--- src/hw/rtl/mtwb_pkg.sv ---
// Shared types, constants and helpers for the multiplicity trigger window builder.
package mtwb_pkg;

    // Hit lanes per slice are fixed by the 2-bit channel field
    localparam int LANES  = 4;
    localparam int LANE_W = 2;
    localparam logic [LANE_W-1:0] LANE_MAX = 2'd3;

    // Configuration register indexes (paddr[2])
    localparam logic REG_THRESHOLD = 1'b0;
    localparam logic REG_MULT      = 1'b1;

    typedef struct packed {
        logic signed [15:0] sample;
        logic [1:0]         channel;
        logic               slice_end;
        logic               run_end;
    } in_beat_t;

    typedef struct packed {
        logic [23:0]        event_number;
        logic [23:0]        hit_time;
        logic [1:0]         hit_channel;
        logic signed [15:0] hit_value;
        logic [5:0]         hit_total;
        logic               last_hit;
    } out_beat_t;

    // Controller -> datapath commands
    typedef struct packed {
        logic cnt_step;   // add one slice's hits to the total
        logic advance;    // move scan position to the next lane
        logic rd_issue;   // read the sample at the scan position
        logic out_load;   // load the output register from read data
        logic finish;     // close the slice: shift history or clear the run
    } ctrl_cmd_t;

    // Datapath -> controller status
    typedef struct packed {
        logic emit;       // beat on the input closes a slice that emits a window
        logic cnt_done;   // counting at the newest slice
        logic scan_hit;   // scan position holds a hit
        logic scan_last;  // scan position is the final one
        logic out_free;   // output register can take a beat
    } dp_status_t;

    function automatic logic [2:0] popcount4(input logic [3:0] m);
        popcount4 = 3'(m[0]) + 3'(m[1]) + 3'(m[2]) + 3'(m[3]);
    endfunction

endpackage

--- src/hw/rtl/mtwb_ram.sv ---
// Generic simple dual-port RAM with registered read.
module mtwb_ram #(
    parameter int WIDTH = 16,
    parameter int DEPTH = 64
) (
    input  logic                     clk,
    input  logic                     we,
    input  logic [$clog2(DEPTH)-1:0] waddr,
    input  logic [WIDTH-1:0]         wdata,
    input  logic                     re,
    input  logic [$clog2(DEPTH)-1:0] raddr,
    output logic [WIDTH-1:0]         rdata
);

    logic [WIDTH-1:0] mem [DEPTH];

    always_ff @(posedge clk)
    begin
        if (we)
        begin
            mem[waddr] <= wdata;
        end
        if (re)
        begin
            rdata <= mem[raddr];
        end
    end

endmodule

--- src/hw/rtl/mtwb_regs.sv ---
// APB configuration registers: hit threshold and multiplicity setting.
module mtwb_regs (
    input  logic               clk,
    input  logic               rst_n,
    input  logic               psel,
    input  logic               penable,
    input  logic               pwrite,
    input  logic [2:0]         paddr,
    input  logic [31:0]        pwdata,
    output logic [31:0]        prdata,
    output logic               pready,
    output logic signed [15:0] threshold,
    output logic [2:0]         mult
);

    logic signed [15:0] threshold_reg;
    logic [2:0]         mult_reg;
    logic               wr_en;

    assign wr_en  = psel && penable && pwrite;
    assign pready = 1'b1;

    // register writes
    always_ff @(posedge clk or negedge rst_n)
    begin
        if (!rst_n)
        begin
            threshold_reg <= 16'sd12;
            mult_reg      <= 3'd2;
        end
        else if (wr_en)
        begin
            case (paddr[2])
                mtwb_pkg::REG_THRESHOLD: threshold_reg <= pwdata[15:0];
                mtwb_pkg::REG_MULT:      mult_reg      <= pwdata[2:0];
                default: ;
            endcase
        end
    end

    // read back
    always_comb
    begin
        case (paddr[2])
            mtwb_pkg::REG_THRESHOLD: prdata = {16'b0, threshold_reg};
            mtwb_pkg::REG_MULT:      prdata = {29'b0, mult_reg};
            default:                 prdata = 32'b0;
        endcase
    end

    assign threshold = threshold_reg;
    assign mult      = mult_reg;

endmodule

--- src/hw/rtl/mtwb_ctrl.sv ---
// Controller: sequences hit counting, window scan and slice close.
module mtwb_ctrl (
    input  logic                   clk,
    input  logic                   rst_n,
    input  logic                   in_valid,
    output logic                   in_ready,
    input  mtwb_pkg::dp_status_t   status,
    output mtwb_pkg::ctrl_cmd_t    cmd
);

    typedef enum logic [2:0] {
        ST_IDLE,
        ST_COUNT,
        ST_SCAN,
        ST_WAIT,
        ST_FINISH
    } state_t;

    state_t state_reg, state_next;

    assign in_ready = (state_reg == ST_IDLE);

    // next state and commands
    always_comb
    begin
        state_next = state_reg;
        cmd        = '0;
        case (state_reg)
            ST_IDLE:
            begin
                if (in_valid && status.emit)
                begin
                    state_next = ST_COUNT;
                end
            end
            ST_COUNT:
            begin
                cmd.cnt_step = 1'b1;
                if (status.cnt_done)
                begin
                    state_next = ST_SCAN;
                end
            end
            ST_SCAN:
            begin
                if (status.scan_hit)
                begin
                    cmd.rd_issue = 1'b1;
                    state_next   = ST_WAIT;
                end
                else if (status.scan_last)
                begin
                    state_next = ST_FINISH;
                end
                else
                begin
                    cmd.advance = 1'b1;
                end
            end
            ST_WAIT:
            begin
                if (status.out_free)
                begin
                    cmd.out_load = 1'b1;
                    if (status.scan_last)
                    begin
                        state_next = ST_FINISH;
                    end
                    else
                    begin
                        cmd.advance = 1'b1;
                        state_next  = ST_SCAN;
                    end
                end
            end
            ST_FINISH:
            begin
                cmd.finish = 1'b1;
                state_next = ST_IDLE;
            end
            default:
            begin
                state_next = ST_IDLE;
            end
        endcase
    end

    always_ff @(posedge clk or negedge rst_n)
    begin
        if (!rst_n)
        begin
            state_reg <= ST_IDLE;
        end
        else
        begin
            state_reg <= state_next;
        end
    end

endmodule

--- src/hw/rtl/mtwb_dp.sv ---
// Datapath: slice history, trigger logic, window scan and output register.
module mtwb_dp #(
    parameter int CHANNELS    = 4,
    parameter int HALF_WINDOW = 5
) (
    input  logic                  clk,
    input  logic                  rst_n,
    input  logic                  in_valid,
    input  logic                  in_ready,
    input  mtwb_pkg::in_beat_t    in_data,
    output logic                  out_valid,
    input  logic                  out_ready,
    output mtwb_pkg::out_beat_t   out_data,
    input  logic signed [15:0]    threshold,
    input  logic [2:0]            mult,
    input  mtwb_pkg::ctrl_cmd_t   cmd,
    output mtwb_pkg::dp_status_t  status
);

    localparam int WS     = 2 * HALF_WINDOW + 1;
    localparam int AGE_W  = $clog2(WS);
    localparam int PEND_W = $clog2(HALF_WINDOW + 1);
    localparam int ADDR_W = AGE_W + mtwb_pkg::LANE_W;
    localparam int DEPTH  = (2 ** AGE_W) * mtwb_pkg::LANES;
    localparam logic [AGE_W-1:0]  FULL_AGE = AGE_W'(2 * HALF_WINDOW);
    localparam logic [PEND_W-1:0] HALF_P   = PEND_W'(HALF_WINDOW);

    logic [3:0]        mask_reg [WS];
    logic [3:0]        mask_next [WS];
    logic [WS-1:0]     valid_reg, valid_next;
    logic [23:0]       slice_reg, slice_next;
    logic [23:0]       event_reg, event_next;
    logic [PEND_W-1:0] pend_reg, pend_next;
    logic [PEND_W-1:0] dead_reg, dead_next;
    logic [AGE_W-1:0]  oldest_reg, oldest_next;
    logic [AGE_W-1:0]  age_reg, age_next;
    logic [1:0]        lane_reg, lane_next;
    logic              rend_reg, rend_next;
    logic [5:0]        total_reg, total_next;
    logic [5:0]        written_reg, written_next;
    logic              out_valid_reg, out_valid_next;
    mtwb_pkg::out_beat_t out_data_reg, out_data_next;

    logic              take, lane_ok, is_hit, closing, emit_a, trig, emit;
    logic [3:0]        mask0_upd;
    logic [PEND_W-1:0] pend_new, dead_new;
    logic [23:0]       event_new;
    logic [AGE_W-1:0]  oldest_new;
    logic [AGE_W-1:0]  slot;
    logic [15:0]       rd_data;
    logic              do_shift, do_clear;
    logic [3:0]        shift_src;

    assign take = in_valid && in_ready;

    // hit update of the slice being built
    assign lane_ok = (int'(in_data.channel) < CHANNELS);
    assign is_hit  = (in_data.sample > threshold);
    always_comb
    begin
        mask0_upd = mask_reg[0];
        if (lane_ok)
        begin
            mask0_upd[in_data.channel] = is_hit;
        end
    end

    // trigger, dead time and pending countdown at slice close
    assign closing   = in_data.slice_end || in_data.run_end;
    assign emit_a    = (pend_reg == PEND_W'(1));
    assign trig      = (dead_reg == '0) && (mtwb_pkg::popcount4(mask0_upd) > mult);
    assign pend_new  = trig ? HALF_P : ((pend_reg != '0) ? pend_reg - PEND_W'(1) : '0);
    assign dead_new  = (dead_reg != '0) ? dead_reg - PEND_W'(1) : (trig ? HALF_P : '0);
    assign event_new = trig ? event_reg + 24'd1 : event_reg;
    assign emit      = closing && (emit_a || (in_data.run_end && pend_new != '0));
    assign oldest_new = emit_a ? FULL_AGE : FULL_AGE - AGE_W'(pend_new);

    // history slot of the scan position
    assign slot = slice_reg[AGE_W-1:0] - age_reg;

    mtwb_ram #(
        .WIDTH(16),
        .DEPTH(DEPTH)
    ) u_ram (
        .clk  (clk),
        .we   (take && lane_ok),
        .waddr(ADDR_W'({slice_reg[AGE_W-1:0], in_data.channel})),
        .wdata(in_data.sample),
        .re   (cmd.rd_issue),
        .raddr(ADDR_W'({slot, lane_reg})),
        .rdata(rd_data)
    );

    // close actions: slice shift or run clear
    always_comb
    begin
        do_shift  = 1'b0;
        do_clear  = 1'b0;
        shift_src = mask_reg[0];
        if (take && closing && !emit)
        begin
            do_clear  = in_data.run_end;
            do_shift  = !in_data.run_end;
            shift_src = mask0_upd;
        end
        else if (cmd.finish)
        begin
            do_clear = rend_reg;
            do_shift = !rend_reg;
        end
    end

    // next-state logic
    always_comb
    begin
        mask_next      = mask_reg;
        valid_next     = valid_reg;
        slice_next     = slice_reg;
        event_next     = event_reg;
        pend_next      = pend_reg;
        dead_next      = dead_reg;
        oldest_next    = oldest_reg;
        age_next       = age_reg;
        lane_next      = lane_reg;
        rend_next      = rend_reg;
        total_next     = total_reg;
        written_next   = written_reg;
        out_valid_next = out_valid_reg && !out_ready;
        out_data_next  = out_data_reg;

        if (take)
        begin
            mask_next[0] = mask0_upd;
            if (closing)
            begin
                valid_next[0] = 1'b1;
                pend_next     = pend_new;
                dead_next     = dead_new;
                event_next    = event_new;
            end
            if (emit)
            begin
                oldest_next = oldest_new;
                age_next    = oldest_new;
                total_next  = '0;
                rend_next   = in_data.run_end;
            end
        end

        // closed slice moves to age 1, the new slice starts not yet valid
        if (do_shift)
        begin
            for (int k = WS - 1; k > 0; k--)
            begin
                mask_next[k] = (k == 1) ? shift_src : mask_reg[k-1];
            end
            mask_next[0] = '0;
            valid_next   = {valid_reg[WS-2:1], 1'b1, 1'b0};
            slice_next   = slice_reg + 24'd1;
        end
        if (do_clear)
        begin
            for (int k = 0; k < WS; k++)
            begin
                mask_next[k] = '0;
            end
            valid_next = '0;
            slice_next = '0;
            event_next = '0;
            pend_next  = '0;
            dead_next  = '0;
        end

        // total hit count, oldest slice first
        if (cmd.cnt_step)
        begin
            total_next = total_reg + (valid_reg[age_reg] ?
                         6'(mtwb_pkg::popcount4(mask_reg[age_reg])) : 6'd0);
            if (age_reg == '0)
            begin
                age_next     = oldest_reg;
                lane_next    = '0;
                written_next = '0;
            end
            else
            begin
                age_next = age_reg - AGE_W'(1);
            end
        end

        // output beat
        if (cmd.out_load)
        begin
            out_valid_next              = 1'b1;
            out_data_next.event_number  = event_reg;
            out_data_next.hit_time      = slice_reg - 24'(age_reg);
            out_data_next.hit_channel   = lane_reg;
            out_data_next.hit_value     = rd_data;
            out_data_next.hit_total     = total_reg;
            out_data_next.last_hit      = (written_reg + 6'd1 == total_reg);
            written_next                = written_reg + 6'd1;
        end

        // scan position
        if (cmd.advance)
        begin
            if (lane_reg == mtwb_pkg::LANE_MAX)
            begin
                lane_next = '0;
                age_next  = age_reg - AGE_W'(1);
            end
            else
            begin
                lane_next = lane_reg + 2'd1;
            end
        end
    end

    always_ff @(posedge clk or negedge rst_n)
    begin
        if (!rst_n)
        begin
            for (int k = 0; k < WS; k++)
            begin
                mask_reg[k] <= '0;
            end
            valid_reg     <= '0;
            slice_reg     <= '0;
            event_reg     <= '0;
            pend_reg      <= '0;
            dead_reg      <= '0;
            oldest_reg    <= '0;
            age_reg       <= '0;
            lane_reg      <= '0;
            rend_reg      <= 1'b0;
            total_reg     <= '0;
            written_reg   <= '0;
            out_valid_reg <= 1'b0;
        end
        else
        begin
            mask_reg      <= mask_next;
            valid_reg     <= valid_next;
            slice_reg     <= slice_next;
            event_reg     <= event_next;
            pend_reg      <= pend_next;
            dead_reg      <= dead_next;
            oldest_reg    <= oldest_next;
            age_reg       <= age_next;
            lane_reg      <= lane_next;
            rend_reg      <= rend_next;
            total_reg     <= total_next;
            written_reg   <= written_next;
            out_valid_reg <= out_valid_next;
        end
    end

    always_ff @(posedge clk)
    begin
        out_data_reg <= out_data_next;
    end

    assign status.emit      = emit;
    assign status.cnt_done  = (age_reg == '0);
    assign status.scan_hit  = valid_reg[age_reg] && mask_reg[age_reg][lane_reg];
    assign status.scan_last = (age_reg == '0) && (lane_reg == mtwb_pkg::LANE_MAX);
    assign status.out_free  = !out_valid_reg || out_ready;

    assign out_valid = out_valid_reg;
    assign out_data  = out_data_reg;

endmodule

--- src/hw/rtl/multiplicity_trigger_window_builder_top.sv ---
// Top level of the multiplicity trigger window builder.
// A beat that does not emit a window is accepted without stalling the input.
// A beat that emits a window of W slices (W up to 2*HALF_WINDOW+1) holds the
// input while its hits are counted, each lane scanned, each hit loaded and the slice closed.
// The scan reads the sample RAM at hits only; hits leave via an output register when it is free.
// Reset (rst_n low, asynchronous) clears history, counters and registers to defaults.
module multiplicity_trigger_window_builder_top #(
    parameter int CHANNELS    = 4,
    parameter int HALF_WINDOW = 5
) (
    input  logic                 clk,
    input  logic                 rst_n,
    input  logic                 in_valid,
    output logic                 in_ready,
    input  mtwb_pkg::in_beat_t   in_data,
    output logic                 out_valid,
    input  logic                 out_ready,
    output mtwb_pkg::out_beat_t  out_data,
    input  logic                 psel,
    input  logic                 penable,
    input  logic                 pwrite,
    input  logic [2:0]           paddr,
    input  logic [31:0]          pwdata,
    output logic [31:0]          prdata,
    output logic                 pready
);

    logic signed [15:0]   threshold;
    logic [2:0]           mult;
    mtwb_pkg::ctrl_cmd_t  cmd;
    mtwb_pkg::dp_status_t status;

    mtwb_regs u_regs (
        .clk      (clk),
        .rst_n    (rst_n),
        .psel     (psel),
        .penable  (penable),
        .pwrite   (pwrite),
        .paddr    (paddr),
        .pwdata   (pwdata),
        .prdata   (prdata),
        .pready   (pready),
        .threshold(threshold),
        .mult     (mult)
    );

    mtwb_ctrl u_ctrl (
        .clk     (clk),
        .rst_n   (rst_n),
        .in_valid(in_valid),
        .in_ready(in_ready),
        .status  (status),
        .cmd     (cmd)
    );

    mtwb_dp #(
        .CHANNELS   (CHANNELS),
        .HALF_WINDOW(HALF_WINDOW)
    ) u_dp (
        .clk      (clk),
        .rst_n    (rst_n),
        .in_valid (in_valid),
        .in_ready (in_ready),
        .in_data  (in_data),
        .out_valid(out_valid),
        .out_ready(out_ready),
        .out_data (out_data),
        .threshold(threshold),
        .mult     (mult),
        .cmd      (cmd),
        .status   (status)
    );

endmodule

--- config.mk ---
export PLATFORM = sky130hd
export DESIGN_NAME = multiplicity_trigger_window_builder_top
export DESIGN_NICKNAME = d
export VERILOG_FILES = /design/src/hw/rtl/mtwb_pkg.sv /design/src/hw/rtl/mtwb_ram.sv /design/src/hw/rtl/mtwb_regs.sv /design/src/hw/rtl/mtwb_ctrl.sv /design/src/hw/rtl/mtwb_dp.sv /design/src/hw/rtl/multiplicity_trigger_window_builder_top.sv
export SDC_FILE = /design/constraint.sdc
export NUM_CORES = 1
export LEC_CHECK = 0
export ABC_CLOCK_PERIOD_IN_PS = 14300
export BUFFER_PORTS_ARGS = -buffer_cell sky130_fd_sc_hd__buf_2
export CORE_ASPECT_RATIO = 2
export CORE_MARGIN = 2
export CORE_UTILIZATION = 40
export DETAILED_ROUTE_END_ITERATION = 10
export PLACE_DENSITY = 0.61
export SLEW_MARGIN = 20
export SYNTH_ARGS = -nofsm -noshare
export SYNTH_HDL_FRONTEND = slang
export SYNTH_SLANG_ARGS = --single-unit
--- constraint.sdc ---
create_clock -name clk -period 14.3 [get_ports clk]
set_input_delay 2.145 -clock clk [delete_from_list [all_inputs] [get_ports clk]]
set_output_delay 2.145 -clock clk [all_outputs]
set_load 0.05 [all_outputs]
Word-level counts from Yosys, hierarchy flattened
Memory sizes are Yosys's and may differ from the RTL's. A register that Yosys moved wholly into a read port is not among the register bits.
Index checks and enable logic that the tools add are counted.
- bits in registers: 228
- RAM bits: 1024
- bits of input ports: 62
- output and inout bits: 108
- logic and storage cells: 197
- memories kept: 1
- memory list (memory ; depth ; width ; read ports ; clocked after Yosys merged registers in ; write ports ; RTL line ; text):
    u_dp.u_ram.mem ; 64 ; 16 ; 1 ; 1 ; 1 ; mtwb_ram.sv:15 ; logic [WIDTH-1:0] mem [DEPTH];
- $add $sub $neg: 17
- order comparisons: 7
- equality and inequality tests: 11
- mux-type cells: 77
- bitwise operators: 2
- reductions and logical operators: 49
- operators by type and width (operator ; number):
    $mux 24 ; 6
    $mux 44 ; 2
    $pmux 32 s2 ; 1
    $mux 3 ; 17
    $add 24x1->24 const B ; 2
    $mux 4 ; 11
    $mux 6 ; 6
    $sub 24x4->24 ; 1
    $mux 11 ; 2
    $mux 1 ; 21
    $reduce_bool 2->1 ; 10
    $bmux 4 s4 ; 1
    $gt 16x16->1 ; 1
    $reduce_and 2->1 ; 8
    $reduce_bool 3->1 ; 5
    $logic_and 1x1->1 ; 13
    $add 3x1->3 ; 4
    $pmux 3 s4 ; 1
    $mux 2 ; 4
    $add 6x1->6 const B ; 1
    $add 6x6->6 ; 1
    $eq 3x1->1 const B ; 2
    $eq 3x2->1 const B ; 2
    $eq 6x6->1 ; 1
    28 further kinds ; 40

Depth between registers and ports, before layout
Gate-level depths: netlist (run 1).
- depth in word-level cells: 20
- gate-level depth with buffers: 27
- gate-level depth less buffers: 26

Cells and area by module
From an unflattened synthesis (run 1), not the netlist that was laid out.
- cells, all modules: 2948
- area, all modules: 51858.5 um2
- modules (own cells, without submodules) (module ; instances ; cells an instance ; area each (um2) ; seq. area each (um2)):
    mtwb_ram ; 1 ; 1829 ; 40202.3 ; 31230.0
    mtwb_dp ; 1 ; 1017 ; 10397.5 ; 5520.3
    mtwb_regs ; 1 ; 78 ; 1037.2 ; 479.2
    mtwb_ctrl ; 1 ; 24 ; 221.5 ; 75.1

Worst setup path before layout (run 1)
Ideal clock, no wire load.
- path kind: input -> register
- start: input in_data[5] (netlist name)
- end: register u_dp.age_reg[1]
- setup time: 0.127 ns
- arrival time: 7.281 ns
- required time: 14.173 ns
- path slack: 6.892 ns
- cell stages on the path: 26
- path buffers: 1
- cells stage by stage: ha_1 -> nor2b_1 -> o21a_1 -> o21a_1 -> o21ai_0 -> nand2b_1 -> a21o_1 -> a31oi_1 -> clkbuf_1 -> a21oi_1 -> ha_1 -> fa_1 -> ha_1 -> ha_1 -> and3_1 -> or4_1 -> a21o_1 -> a21boi_0 -> inv_1 -> ha_1 -> nor2b_1 -> a21boi_0 -> o21ai_1 -> nand2_1 -> a32o_1 -> o2bb2ai_1
- cells in the longest elaborated chain, start to end: 17
- elaborated cells between the ends (all ways): 19
- classes of those cells: 4 x add/sub; 2 x order compare; 8 x mux; 5 x reduce/logical
- RTL lines (what ; RTL line ; text):
    from (decl) ; multiplicity_trigger_window_builder_top.sv:15 ; input mtwb_pkg::in_beat_t in_data,
    $gt 16x16->1 * ; mtwb_dp.sv:58 ; assign is_hit = (in_data.sample > threshold);
    $bwmux 4 * ; mtwb_dp.sv:64 ; mask0_upd[in_data.channel] = is_hit;
    $add 1x1->2 ; mtwb_pkg.sv:48 ; popcount4 = 3'(m[0]) + 3'(m[1]) + 3'(m[2]) + 3'(m[3]);
    $add 3x1->3 ; mtwb_pkg.sv:48 ;
    $add 3x1->3 * ; mtwb_pkg.sv:48 ;
    $gt 3x3->1 * ; mtwb_dp.sv:71 ; assign trig = (dead_reg == '0) && (mtwb_pkg::popcount4(mask0_upd) > mult);
    $logic_and 1x1->1 * ; mtwb_dp.sv:71 ;
    $mux 3 * ; mtwb_dp.sv:72 ; assign pend_new = trig ? HALF_P : ((pend_reg != '0) ? pend_reg - PEND_W'(1) : '0);
    parallel branches: the longest is 4 deep, another holds $sub 4x3->4 ; -- ;
    $mux 4 * ; mtwb_dp.sv:141 ; if (emit)
    $mux 4 * ; mtwb_dp.sv:131 ; if (take)
    $mux 4 * ; mtwb_dp.sv:175 ; if (cmd.cnt_step)
    $mux 4 ; mtwb_dp.sv:207 ; if (lane_reg == mtwb_pkg::LANE_MAX)
    $mux 4 * ; mtwb_dp.sv:205 ; if (cmd.advance)
    named net u_dp.age_next[1] ; mtwb_dp.sv:36 ; logic [AGE_W-1:0] age_reg, age_next;
    to (signal assigned) ; mtwb_dp.sv:249 ; age_reg <= age_next;
    to (decl) ; mtwb_dp.sv:36 ;
Mark *: on every way through the listed nets, which the timed path passes.
A chain may end at the register's enable or synchronous reset.

Worst setup path in the final report (run 1)
- start: input in_data[5] (netlist name)
- end: register u_dp.mask_reg[39] (netlist name)
- cells in the longest elaborated chain, start to end: 17
- elaborated cells between the ends (all ways): 20
- classes of those cells: 3 x add/sub; 2 x order compare; 7 x mux; 8 x reduce/logical
- RTL lines (what ; RTL line ; text):
    $gt 16x16->1 * ; mtwb_dp.sv:58 ;
    $bwmux 4 * ; mtwb_dp.sv:64 ;
    $add 1x1->2 ; mtwb_pkg.sv:48 ;
    $add 3x1->3 (2 in series) ; mtwb_pkg.sv:48 ;
    $gt 3x3->1 ; mtwb_dp.sv:71 ;
    $logic_and 1x1->1 ; mtwb_dp.sv:71 ;
    $mux 3 ; mtwb_dp.sv:72 ;
    $reduce_bool 3->1 ; mtwb_dp.sv:75 ; assign emit = closing && (emit_a || (in_data.run_end && pend_new != '0));
    $logic_and 1x1->1 ; mtwb_dp.sv:75 ;
    $logic_or 1x1->1 ; mtwb_dp.sv:75 ;
    $logic_and 1x1->1 ; mtwb_dp.sv:75 ;
    $logic_not 1->1 ; mtwb_dp.sv:100 ; if (take && closing && !emit)
    $logic_and 1x1->1 ; mtwb_dp.sv:100 ;
    $mux 4 ; mtwb_dp.sv:100 ;
    $mux 44 ; mtwb_dp.sv:151 ; if (do_shift)
    $mux 44 ; mtwb_dp.sv:161 ; if (do_clear)
    to (signal assigned) ; mtwb_dp.sv:242 ; mask_reg <= mask_next;
    to (decl) ; mtwb_dp.sv:28 ; logic [3:0] mask_reg [WS];
Every way passes the cells marked *; elsewhere a longest branch is shown, timed or not. The select of a mux whose other input is x is not followed.

==> results.json, run 1 <==
{
  "post_drt_via_cell_ratio": 5.52,
  "finClkSkew_ps": 34.5,
  "maxSlewViolCount": 0,
  "critPathCaptureType": "flip-flop",
  "cp_data_arrival_time_ps": 8710,
  "grt.overflow.total": 0,
  "rsz0062_at_grt": "no",
  "ff2ff_path_depth": 25,
  "grt_usage_pct": 19.6,
  "largest_reg_flops": 1024,
  "yosysWarnings": 0,
  "drc": 0,
  "grt_use_met3_pct": 2.63,
  "grt_max_degree": 136,
  "final_util_pct": 45.2,
  "synth_area_mm2": 0.0509,
  "antenna_left": 0,
  "firstDrtPassIters": 7,
  "pin_count": 170,
  "r2r_end": "u_dp.mask_reg[39]$_DFFE_PN0P_",
  "busiest_layer": "met2",
  "drive_gt1_share_pct": 26.4,
  "grt_first_pass_wirelength_um": 185000,
  "p_leak_uw": 0.0190,
  "avgSynthCellArea_um2": 19.2,
  "setup-tns-final_ps": 0,
  "post-route-min-period_ps": 8090,
  "die_y_um": 509,
  "setup_violations": 0,
  "min_from": "u_dp.u_ram.rdata[11]$_DFFE_PP_",
  "path_max_fanout": 65,
  "clock_sinks": 1268,
  "p_switching_uw": 3700,
  "initial_core_util_pct": 40.2,
  "peakVddDrop_v": 0.000197,
  "yosysMostFrequentCell": "edfxtp_1",
  "io_buffers": 134,
  "tritoncts": "done",
  "holdPathEnd": "u_dp.out_data[18]$_DFFE_PP_",
  "run_status": "finished, final reports clean",
  "core_mm2": 0.127,
  "clk_pin_slew_ps": 70,
  "maxCapViolCount": 0,
  "wire_per_inst_um": 27.3,
  "timing.fmax_ghz": 0.124,
  "post-route-period-util_pct": 56.5,
  "sequentialPowerShare_pct": 40.0,
  "relSlewSlack_pct": 26.9,
  "min_path_type": "reg2reg",
  "routabilityCongestion": 0.852,
  "cts-htree-levels": 3,
  "dp_hpwl_um": 78600,
  "area_delta_synth_final_pct": 12.4,
  "synth.top_cell.area_share_pct": 65.6,
  "synth-edff-count": 1113,
  "worst_slew_pin_slew_ps": 1100,
  "row_count": 185,
  "post_cts_buffers": 0,
  "nNetsFinal": 2958,
  "cp.required_ps": 14920,
  "combPwrFrac_pct": 34.8,
  "cellPowerDensity_mw_per_mm2": 194,
  "clock_latency_ps": 720,
  "hold_depth": 0,
  "wl_um": 126000,
  "via_count": 25500,
  "die_area_mm2": 0.130,
  "ys_ff_latch": 1268,
  "async_flop_share_pct": 12.2,
  "pwr-share-clk_pct": 25.2,
  "synth_cells": 2649,
  "r2r_setup_slack_ps": 7900,
  "synthFlopType": "edfxtp_1",
  "ys_types": 70,
  "synth_common_cells": "edfxtp_1, mux4_2, nand2_1",
  "cts-resized-gates": 0,
  "postLayoutCellArea_mm2": 0.0572,
  "fillers": 10700,
  "postCtsHoldBufs": 0,
  "cp-start-kind": "primary input",
  "antenna_found_initial": 2,
  "drt_iter0_markers": 2006,
  "finalHoldViolations": 0,
  "swShare_pct": 33.3,
  "reg2reg_from": "u_regs.threshold[1]$_DFFE_PN0P_",
  "use_met1_pct": 20.7,
  "internal_power_uw": 7410,
  "postPlaceCellArea_mm2": 0.0540,
  "synthTopCellsByArea": "edfxtp_1, mux4_2, dfrtp_1",
  "ys_seq_area_share_pct": 73.3,
  "synth_area_leader_cell": "edfxtp_1",
  "grt_pass1_vias": 27300,
  "cts_buffers": 102,
  "ctsRootBufferMaster": "clkbuf_16",
  "cts.path.max_buffers": 3,
  "gr-usage-met2_pct": 38.3,
  "die_x_um": 256,
  "worstSetupPathType": "in2reg"
}
worst max-delay path, cell delays in order:
cell and delay [ps]:
buf_2 80, buf_4 570, ha_1 360, nor2b_1 140, o21a_1 160, o21a_1 150
o21ai_0 130, nand2b_1 80, a21o_1 150, a31oi_1 280, buf_4 250, a21oi_1 100
ha_1 330, fa_1 420, ha_1 320, ha_1 280, nor2b_1 130, o21ai_0 360
a21o_1 290, a21boi_0 350, inv_1 80, ha_1 240, a41oi_1 640, nand3_1 170
a32o_1 290, a41oi_1 150
power groups by stage:
stage                     Sequential (uW)  Combinational [uW]  Clock [uW]
after global placement               4510                3870           0
after CTS                            4440                3930        2870
final                                4440                3860        2800
after detailed placement             4520                3930           0
after floorplan                      4480                2460           0
after global routing                 4460                4040        2990
cell families (layout without fill, tap and decap cells):
family	after synthesis	in the layout	share of synthesized area, %
flops	1268	1268	73.3
simple gates	488	488	4.43
compound gates	213	213	2.56
fa+ha+maj	43	43	1.12
buf+inv	193	465	1.58
xor+xnor	64	64	1.10
other cells	2	20	0.0147
mux	378	378	15.9
metrics by stage:
step | hold WS (ps) | cells | power (uW) | setup WS, ps
3_5_place_dp | 405 | 4432 | 8440 | 5450
2_1_floorplan | 400 | 2664 | 6940 | 6890
3_3_place_gp | 410 | 4432 | 8380 | 5660
6_report | 423 | 4622 | 11100 | 6210
5_1_grt | 433 | 4620 | 11500 | 5760
4_1_cts | 422 | 4619 | 11200 | 6220
layout by cell type, fill, tap and decap left out, types with 10 or more instances in the layout:
cell type	n
nand4_1	14
nand2_1	170
nand2b_1	10
a21o_1	11
buf_2	133
nor2b_1	16
or3_1	23
conb_1	17
inv_1	43
nor2_1	155
clkinv_1	17
edfxtp_1	1113
a21oi_1	46
mux2_2	24
clkbuf_16	103
buf_4	96
and3_1	13
nand3_1	36
xor2_1	34
o21ai_0	92
ha_1	38
mux4_2	344
clkbuf_1	23
clkinv_2	21
xnor2_1	28
nor3_1	13
mux2i_1	10
dfrtp_1	150
final cells by class:
cell class,count,area [um^2],area share (%)
inverters,44,166,0.291
clock buffers,131,2730,4.77
clock inverters,56,534,0.933
diodes,3,7.51,0.0131
flip-flops and latches,1268,37300,65.2
well taps,1683,2110,3.68
multi-input cells,1203,12900,22.6
repair buffers,234,1460,2.55
worst max path at each step:
| stage | start | endpoint | slack (ps) | cells after the start |
|---|---|---|---|---|
| 2_1_floorplan | in_data[5] | u_dp.age_reg[1]$_DFF_PN0_ | 6890 | 26 |
| 3_3_place_gp | in_data[5] | u_dp.mask_reg[39]$_DFFE_PN0P_ | 5660 | 26 |
| 3_5_place_dp | in_data[5] | u_dp.mask_reg[39]$_DFFE_PN0P_ | 5450 | 26 |
| 4_1_cts | in_data[5] | u_dp.mask_reg[39]$_DFFE_PN0P_ | 6220 | 26 |
| 5_1_grt | in_data[5] | u_dp.mask_reg[39]$_DFFE_PN0P_ | 5760 | 26 |
| 6_report | in_data[5] | u_dp.mask_reg[39]$_DFFE_PN0P_ | 6210 | 26 |
metal layers:
metal  up-vias  routed length, um  part of all wire (%)
li1      10900                  -                     -
met1     13700              43200                    34
met2       720              72500                    57
met3       186               5340                   4.2
met4         0               5390                   4.3
met5         -                  0                     0
Note: power is estimated with default switching activity, not from simulation.
==> run 2, diff against run 1 <==
Settings changed: ABC_CLOCK_PERIOD_IN_PS 14300 to 7000, PLACE_DENSITY 0.61 to 0.63.
Clock period 14.3 ns to 7 ns, I/O delays scaled along.
==> results.json, run 2 (synthesized netlist as in run 1, its figures left out) <==
{
  "run_status": "finished, final reports clean",
  "post-route-period-util_pct": 85.3,
  "initial_core_util_pct": 40.2,
  "critPathTopFamily": "compound AO/OA/AOI/OAI gates",
  "cts-htree-levels": 3,
  "critPathCaptureType": "flip-flop",
  "nNetsFinal": 2976,
  "row_count": 185,
  "finClkSkew_ps": 34.6,
  "finalHoldViolations": 0,
  "cp-start-kind": "primary input",
  "critPathMostFrequentCell": "ha_1",
  "crit_buf_inv": 3,
  "post-route-min-period_ps": 5970,
  "relSlewSlack_pct": 27.5,
  "cp_slowest_stage_delay_ps": 490,
  "clock_latency_ps": 710,
  "die_y_um": 509,
  "slowest_stage": "nor2_1",
  "wl_um": 127000,
  "peakVddDrop_v": 0.000362,
  "ctsRootBufferMaster": "clkbuf_16",
  "antenna_left": 0,
  "maxCapViolCount": 0,
  "antenna_found_initial": 10,
  "postCtsHoldBufs": 0,
  "drc": 0,
  "setup_ws_ps": 1030,
  "routabilityCongestion": 0.872,
  "timing.fmax_ghz": 0.167,
  "dp_slack_ps": 329,
  "power_uw": 23200,
  "setup_violations": 0,
  "cp.required_ps": 7640,
  "worstSetupPathType": "in2reg",
  "clock_sinks": 1268,
  "post_drt_via_cell_ratio": 5.53,
  "grt_max_degree": 106,
  "final_common_cell": "edfxtp_1",
  "drive_gt1_share_pct": 27.5,
  "clk_pin_slew_ps": 70,
  "wire_per_inst_um": 27.3,
  "largest_reg_flops": 1024,
  "drt_iter0_markers": 2282,
  "min_path_type": "in2async",
  "cts_buffers": 101,
  "rsz0062_at_grt": "no",
  "cts.path.max_buffers": 3,
  "final_cell_mix": "edfxtp_1, mux4_2, nand2_1",
  "firstDrtPassIters": 7,
  "worst_slew_pin_slew_ps": 1080,
  "grt.overflow.total": 0,
  "io_buffers": 134,
  "post_cts_buffers": 0,
  "grt_usage_pct": 19.6,
  "pin_count": 170,
  "dp_hpwl_um": 81300,
  "via_count": 25700,
  "path_max_fanout": 12,
  "cellPowerDensity_mw_per_mm2": 401,
  "grt_first_pass_wirelength_um": 184000,
  "area_delta_synth_final_pct": 13.5,
  "grt_pass1_vias": 27200,
  "cp_data_arrival_time_ps": 6610,
  "cts-resized-gates": 0,
  "die_x_um": 256,
  "maxSlewViolCount": 0,
  "core_mm2": 0.127,
  "die_area_mm2": 0.130,
  "tritoncts": "done",
  "p_leak_uw": 0.0193,
  "setup-tns-final_ps": 0
}
[run 2: cell types whose count changed in the layout (fill, tap and decap cells not counted), sizes merged]
cell,before,now
clkinv,41,31
clkbuf,131,123
bufinv,9,18
buf,234,253
inv,47,48
clkinvlp,3,14
[run 2: path summary, 6_finish.rpt]
kind,from,endpoint,slack (ps),depth (start not counted)
hold / removal,rst_n,u_dp.event_reg[19]$_DFFE_PN0P_,270,1
setup / recovery,in_data[10],u_dp.mask_reg[40]$_DFFE_PN0P_,1030,25
max in group asynchronous,rst_n,u_dp.lane_reg[1]$_DFFE_PN0P_,5430,2
setup reg to reg,u_regs.threshold[6]$_DFFE_PN0P_,u_dp.mask_reg[40]$_DFFE_PN0P_,1060,25
hold reg to reg,u_dp.u_ram.rdata[8]$_DFFE_PP_,u_dp.out_data[15]$_DFFE_PP_,450,0
min in group clk,u_dp.u_ram.rdata[8]$_DFFE_PP_,u_dp.out_data[15]$_DFFE_PP_,450,0
[run 2: cell type report]
| cell class | count | area, um^2 |
|---|---|---|
| fill | 10600 | 68800 |
| sequential | 1268 | 37300 |
| multi-input combinational | 1203 | 12900 |
| clock buffer | 123 | 2710 |
| tap | 1683 | 2110 |
| timing repair buffer | 253 | 1650 |
| clock inverter | 67 | 927 |
| inverter | 44 | 166 |
| antenna | 3 | 7.51 |
[run 2: power by group]
part | internal (uW) | switching [uW]
Combinational | 3450 | 4470
Sequential | 8660 | 370
Clock | 3460 | 2740
Total | 15600 | 7580
[run 2: metal layers]
metal | vias to the layer above | routed length, um | track usage, % | part of all wire [%]
met3 | 258 | 5810 | 2.78 | 4.6
met5 | - | 35 | 0 | 0.028
met1 | 13600 | 41500 | 19.8 | 33
met2 | 873 | 72400 | 38.5 | 57
met4 | 6 | 7130 | 10.2 | 5.6
li1 | 11000 | - | - | -
[run 2: stage by stage]
| step | hold WS (ps) | area, um^2 | cells | utilization (%) |
|---|---|---|---|---|
| floorplan | 400 | 51000 | 2664 | - |
| global placement | 433 | 54100 | 4450 | 42.7 |
| detailed placement | 443 | 54100 | 4450 | 42.7 |
| CTS | 224 | 57800 | 4640 | 45.6 |
| global route | 255 | 57800 | 4642 | 45.6 |
| finish | 266 | 57800 | 4644 | 45.6 |
